$ cat config.mk
export PLATFORM = sky130hd
export DESIGN_NAME = sat_cell
export DESIGN_NICKNAME = d
export VERILOG_FILES = /design/src/rtl/sat_pkg.sv /design/src/rtl/sat_cell.sv
export SDC_FILE = /design/constraint.sdc
export NUM_CORES = 1
export LEC_CHECK = 0
export BUFFER_PORTS_ARGS = -buffer_cell sky130_fd_sc_hd__buf_2
export CAP_MARGIN = 20
export CORE_AREA = 2 2 195 197
export DETAILED_ROUTE_END_ITERATION = 10
export DIE_AREA = 0 0 197 199
export GPL_TIMING_DRIVEN = 0
export HOLD_SLACK_MARGIN = 0.08
export MAX_ROUTING_LAYER = met4
export PLACE_DENSITY = 0.67
export SYNTH_ARGS = -nofsm -noshare
export SYNTH_HDL_FRONTEND = slang
export SYNTH_SLANG_ARGS = --single-unit
export TNS_END_PERCENT = 100
$ cat constraint.sdc
create_clock -name clk_i -period 7.1 [get_ports clk_i]
set_clock_uncertainty 0.1 [all_clocks]
set_input_delay 1.42 -clock clk_i [delete_from_list [all_inputs] [get_ports clk_i]]
set_output_delay 1.42 -clock clk_i [all_outputs]
set_load 0.01 [all_outputs]
$ cat src/rtl/sat_pkg.sv
`default_nettype none

package sat_pkg;

  localparam int AddrW       = 64;
  localparam int SectW       = 32;
  localparam int IdxW        = 4;
  localparam int CountW      = 5;
  localparam int MaxSections = 16;
  localparam int InDataW     = 200;
  localparam int PaddrW      = 4;

  typedef enum logic [1:0] {
    FUNC_WRITE = 2'd0,
    FUNC_V2F   = 2'd1,
    FUNC_F2V   = 2'd2,
    FUNC_NONE  = 2'd3
  } func_e;

  typedef enum logic [0:0] {
    REG_IMAGE_BASE    = 1'b0,
    REG_SECTION_COUNT = 1'b1
  } reg_e;

  // For a write request, key carries {vaddr, vsize} and res carries {raw_ptr, raw_size}.
  typedef struct packed {
    logic             valid;
    func_e            func;
    logic [IdxW-1:0]  idx;
    logic             done;
    logic             hit;
    logic [AddrW-1:0] key;
    logic [AddrW-1:0] res;
  } token_t;

endpackage

`default_nettype wire

$ cat src/rtl/sat_cell.sv
`default_nettype none

module sat_cell #(
  parameter int Index = 0
) (
  input  wire logic                          clk_i,
  input  wire logic                          rst_ni,
  input  wire logic                          advance_i,
  input  wire logic [sat_pkg::CountW-1:0]    section_count_i,
  input  wire sat_pkg::token_t               tok_i,
  output sat_pkg::token_t                    tok_o
);

  logic [sat_pkg::SectW-1:0] vaddr_q, vsize_q, rawptr_q, rawsize_q;
  logic [sat_pkg::SectW-1:0] span, lo, off;
  logic [sat_pkg::AddrW:0]   diff;
  logic                      active, lookup, match, wr_here;
  sat_pkg::token_t           tok_d, tok_q;

  assign span   = (vsize_q < rawsize_q) ? vsize_q : rawsize_q;
  assign active = 32'(section_count_i) > 32'(Index);
  assign lookup = (tok_i.func == sat_pkg::FUNC_V2F) || (tok_i.func == sat_pkg::FUNC_F2V);
  assign lo     = (tok_i.func == sat_pkg::FUNC_V2F) ? vaddr_q : rawptr_q;
  assign off    = (tok_i.func == sat_pkg::FUNC_V2F) ? rawptr_q : vaddr_q;
  assign diff   = {1'b0, tok_i.key} - {{(sat_pkg::AddrW - sat_pkg::SectW + 1){1'b0}}, lo};
  assign match  = active && lookup && !tok_i.done && !diff[sat_pkg::AddrW]
                  && (diff[sat_pkg::AddrW-1:0]
                      < {{(sat_pkg::AddrW - sat_pkg::SectW){1'b0}}, span});
  assign wr_here = tok_i.valid && (tok_i.func == sat_pkg::FUNC_WRITE)
                   && (32'(tok_i.idx) == 32'(Index));

  always_comb begin
    tok_d = tok_i;
    if (match) begin
      tok_d.done = 1'b1;
      tok_d.hit  = 1'b1;
      tok_d.res  = {{(sat_pkg::AddrW - sat_pkg::SectW){1'b0}}, off}
                   + diff[sat_pkg::AddrW-1:0];
    end
  end

  always_ff @(posedge clk_i) begin
    if (advance_i && wr_here) begin
      vaddr_q   <= tok_i.key[sat_pkg::AddrW-1:sat_pkg::SectW];
      vsize_q   <= tok_i.key[sat_pkg::SectW-1:0];
      rawptr_q  <= tok_i.res[sat_pkg::AddrW-1:sat_pkg::SectW];
      rawsize_q <= tok_i.res[sat_pkg::SectW-1:0];
    end
  end

  always_ff @(posedge clk_i or negedge rst_ni) begin
    if (!rst_ni) begin
      tok_q <= '0;
    end else if (advance_i) begin
      tok_q <= tok_d;
    end
  end

  assign tok_o = tok_q;

endmodule

`default_nettype wire

; ---- Yosys cells after proc, flatten, opt, wreduce, memory -nomap -nowiden
; Index checks and enable logic that the tools add are counted.
[classes]
muxes = 5
reduce_logical = 12
n_lt_le_gt_ge = 3
eq_ne = 2
n_addsub = 2
[ops]
columns = op, n
row1 = $mux 32, 3
row2 = $sub 64x32->65, 1
row3 = $add 32x64->64, 1
row4 = $lt 64x32->1, 1
row5 = $mux 64, 1
row6 = $lt 32x32->1, 1
row7 = $logic_and 1x1->1, 7
row8 = $gt 5x1->1 const B, 1
row9 = $logic_not 4->1, 1
row10 = $eq 2x1->1 const B, 1
row11 = $eq 2x2->1 const B, 1
row12 = $logic_not 1->1, 2
row13 = $logic_not 2->1, 1
row14 = $mux 2, 1
row15 = $logic_or 1x1->1, 1
[totals]
regBits = 265
wordCells = 35

; ---- Depth between registers and ports, before layout
[logic_depth]
word_depth = 7
ltp_mapped = 31
ltp_nobuf = 26

; ---- Worst setup path after synthesis
; OpenSTA, ideal clock, no wires.
[synth_timing]
path_type = in2reg
from = input port advance_i
to = register rawptr_q[0] (netlist bit) (enable)
setup_slack_ps = -4759
setup_time_ps = 774
path_buffers = 1
cell_stages = 3
arrival_ps = 10985
cell_sequence = clkbuf_1 or4b_2 nor3_1
[synth_between]
elab_chain_len = 1
[synth_lines]
columns = item, line
row1 = start: declaration, sat_cell.sv:8  ; input wire logic advance_i,
row2 = $logic_and 1x1->1, sat_cell.sv:43  ; if (advance_i && wr_here) begin
row3 = end signal: assignment, sat_cell.sv:46  ; rawptr_q <= tok_i.res[sat_pkg::AddrW-1:sat_pkg::SectW];
row4 = end: declaration, sat_cell.sv:14  ; logic [sat_pkg::SectW-1:0] vaddr_q, vsize_q, rawptr_q, rawsize_q;
; No other way between the ends.
; A chain may end at the register's enable or synchronous reset.

; ---- Worst setup path after layout
[layout_timing]
from = input port tok_i[135] (netlist bit)
to = register tok_q, in the netlist tok_o[25]
[layout_between]
elab_chain_len = 7
word_cells_on_any_way = 14
[layout_lines]
columns = item, line
row1 = start: declaration, sat_cell.sv:10  ; input wire sat_pkg::token_t tok_i,
row2 = branches (longest 6 deep; another with $sub 64x32->65), n/a
row3 = $mux 64 (*), sat_cell.sv:34  ; if (match) begin
row4 = end signal: assignment, sat_cell.sv:55  ; tok_q <= tok_d;
row5 = end: declaration, sat_cell.sv:18  ; sat_pkg::token_t tok_d, tok_q;
; Every way passes the cells marked *.

==> impl_metrics.yaml <==
place:
  gp_congestion: 0.970
  place_inst: 2306
  numPortBuffers: 280
  place.detailed.hpwl_um: 44100
route:
  vias: 14200
  vias_per_cell: 5.94
  postRouteAntennaNets: 0
  drtIter0Drc: 1102
  wire_per_inst_um: 23.8
  postRouteWirelength_um: 57000
  drcViolationCount: 0
  firstDrtPassIters: 6
timing:
  finalCritPeriodShare: 0.992
  min_period_ps: 7040
  worst-slew-pin-transition_ps: 1010
  setup_viol: 0
  holdWs_ps: 386
  slew_headroom: 0.325
  clock.fmax_mhz: 142
  slew_violations: 0
  hold_viol: 0
worst_hold_path:
  hold_path_class: "register to register"
  hold_path.startpoint: "tok_o[30]"
logic_synthesis:
  avgSynthCellArea_um2: 10.7
  synth_cell_types: 70
  ys.flop_type: "dfrtp_1"
  ys_ff_latch: 265
  syn_nets: 1814
  synth_area_leaders: "edfxtp_1, dfrtp_1, ha_1"
  ys_warn_count: 0
  seq_area_frac_synth: 0.441
  yosys.area.top_type: "edfxtp_1"
  synthArstFlopShare: 0.517
  synth-edff-count: 128
  yosysTopAreaCellShare: 0.233
  synth_area_um2: 16500
  syn_inst: 1542
die:
  core_area_um2: 37100
  die_w_um: 197
  rows: 71
  dieArea_um2: 39200
  start_util: 0.444
  die_y_um: 199
  design.portCount: 282
grt:
  grt_pass1_wl_um: 83200
  grt_usage: 0.291
  grt_pass1_vias: 13600
  grt_overflow: 0
  grt_antenna_before_repair: 3
  grt_max_degree: 74
finish:
  final_core_util: 0.552
  syn_to_final_growth_pct: 24.2
  fin_nets: 2167
  drive_above_1_share: 0.294
  fin_cells: 2394
  final_cell_mix: "buf_2, dfrtp_1, edfxtp_1, ha_1, nand2_1"
  final_common_cell: "buf_2"
worst_setup_path:
  cp_slowest_stage_delay_ps: 660
  critical_path_required_ps: 7420
  cp-start-kind: "input port"
  cp-startpoint: "tok_i[135]"
  rr_startpoint: "vsize_q[31]"
  crit_fanout: 9
  crit_type: "input port to register"
  critPathSlowestCell: "or4_4"
  arrival_ps: 7360
  cp-end-kind: "register"
  critPathTopFamily: "compound AO/OA/AOI/OAI gates"
  cp_num_buf_inv: 6
outcome:
  outcome: "completed"
clock_tree:
  htreeDepth: 1
  clock_tree.buffer_depth: 3
  clk_pin_slew_worst_paths_ps: 60
  cts_tree: "yes"
  holdBufCountCts: 0
  cts_root_buf: "clkbuf_16"
  clock_sinks: 265
  clk_latency_ps: 580
  numCtsBuffers: 30
power_and_ir_drop:
  power.total_mw: 4.40
  p_leak_nw: 8.82
  powerDensity_nw_per_um2: 215
  ir_drop_mv: 0.189
job:
  drv_cap: 0
==> worst paths after layout <==
path	depth (start not counted)	endpoint	slack [ps]
worst max-delay path	29	tok_o[25]	60
worst min-delay path	2	tok_o[30]	390
worst max register to register	23	tok_o[25]	330
worst min register to register	2	tok_o[30]	390
max in group asynchronous	2	tok_o[28]	5320
min in group asynchronous	1	tok_o[100]	750
==> registers in the layout, summed over array words and instances, names as in the netlist <==
register   count
rawptr_q      32
vaddr_q       32
tok_o        137
vsize_q       32
rawsize_q     32
==> synthesized netlist by cell type (19+ instances only) <==
library cell	instances
dfrtp_1	137
a21o_1	35
nor2b_1	29
o21ai_0	40
mux2_2	108
o22ai_1	32
nand3_1	22
nor2_1	45
nand4_1	30
nor3_1	40
inv_1	99
xnor2_1	34
o211ai_1	26
nand2_1	110
a311o_1	19
clkbuf_1	57
a21oi_1	80
edfxtp_1	128
mux2i_1	68
xor2_1	23
ha_1	125
==> layout make-up <==
cell class	instances	area, um^2
multi-input combinational	1105	8880
tap	474	593
clock inverter	23	241
antenna	1	2.50
timing repair buffer	326	1980
inverter	99	372
fill	3268	16700
sequential	265	7270
buffer	68	373
clock buffer	33	762
==> through the flow <==
stage                     area, um^2  setup TNS (ps)  setup slack [ps]
after floorplan                16500               0              3.56
after global placement         18500         -312550             -3200
after detailed placement       18800         -194390             -3190
after CTS                      20200               0              12.6
after global routing           20500           -3860             -96.3
final                          20500               0              59.6
==> kinds of logic (layout without fill, tap and decap cells) <==
group / count (synthesis) / after routing / synth area share
AND/OR/NAND/NOR: 383 / 383 / 0.122
AO/OA/AOI/OAI: 360 / 360 / 0.152
flip-flops: 265 / 265 / 0.441
multiplexers: 176 / 176 / 0.115
buffers and inverters: 172 / 549 / 0.0400
adder cells (fa/ha/maj): 127 / 127 / 0.0973
XOR/XNOR: 59 / 59 / 0.0330
other: 0 / 1 / 0
==> metal layers <==
metal / up-vias / track usage / routed length (um)
met5: - / - / 0
met4: 0 / 0.0771 / 1580
met3: 100 / 0.0420 / 4530
met2: 633 / 0.446 / 25500
met1: 6943 / 0.406 / 25300
li1: 6539 / - / -
==> worst reg2reg max path: stages, from the launching register on <==
cell and delay, ps:
edfxtp_1 450, ha_1 340, nand4_1 180, nor4_2 560
o2111a_1 290, or3_1 100, clkbuf_1 270, clkbuf_2 450
buf_1 620, mux2i_1 400, ha_1 320, a21oi_2 140
nor2b_1 50, o21ai_1 160, o21ai_2 100, nor4_4 240
nand4_1 160, nor4_2 210, nand4_1 190, or4_4 670
nor2_4 170, buf_6 160, clkbuf_16 150, o221ai_1 110
==> power breakdown <==
group	leakage [nW]	total, mW	switching [mW]	internal [mW]
logic	5.57	1.08	0.640	0.444
clock network	0.477	1.59	0.670	0.923
registers	2.78	1.73	0.0389	1.69
==> repair_timing <==
action | in CTS | in global routing
gates resized for setup | 72 | 49
gates cloned | 0 | 1
pin swaps | 16 | 18
buffers inserted | 20 | 15
setup endpoints to repair | 66 | 66
Power figures use the tool's default switching activity.
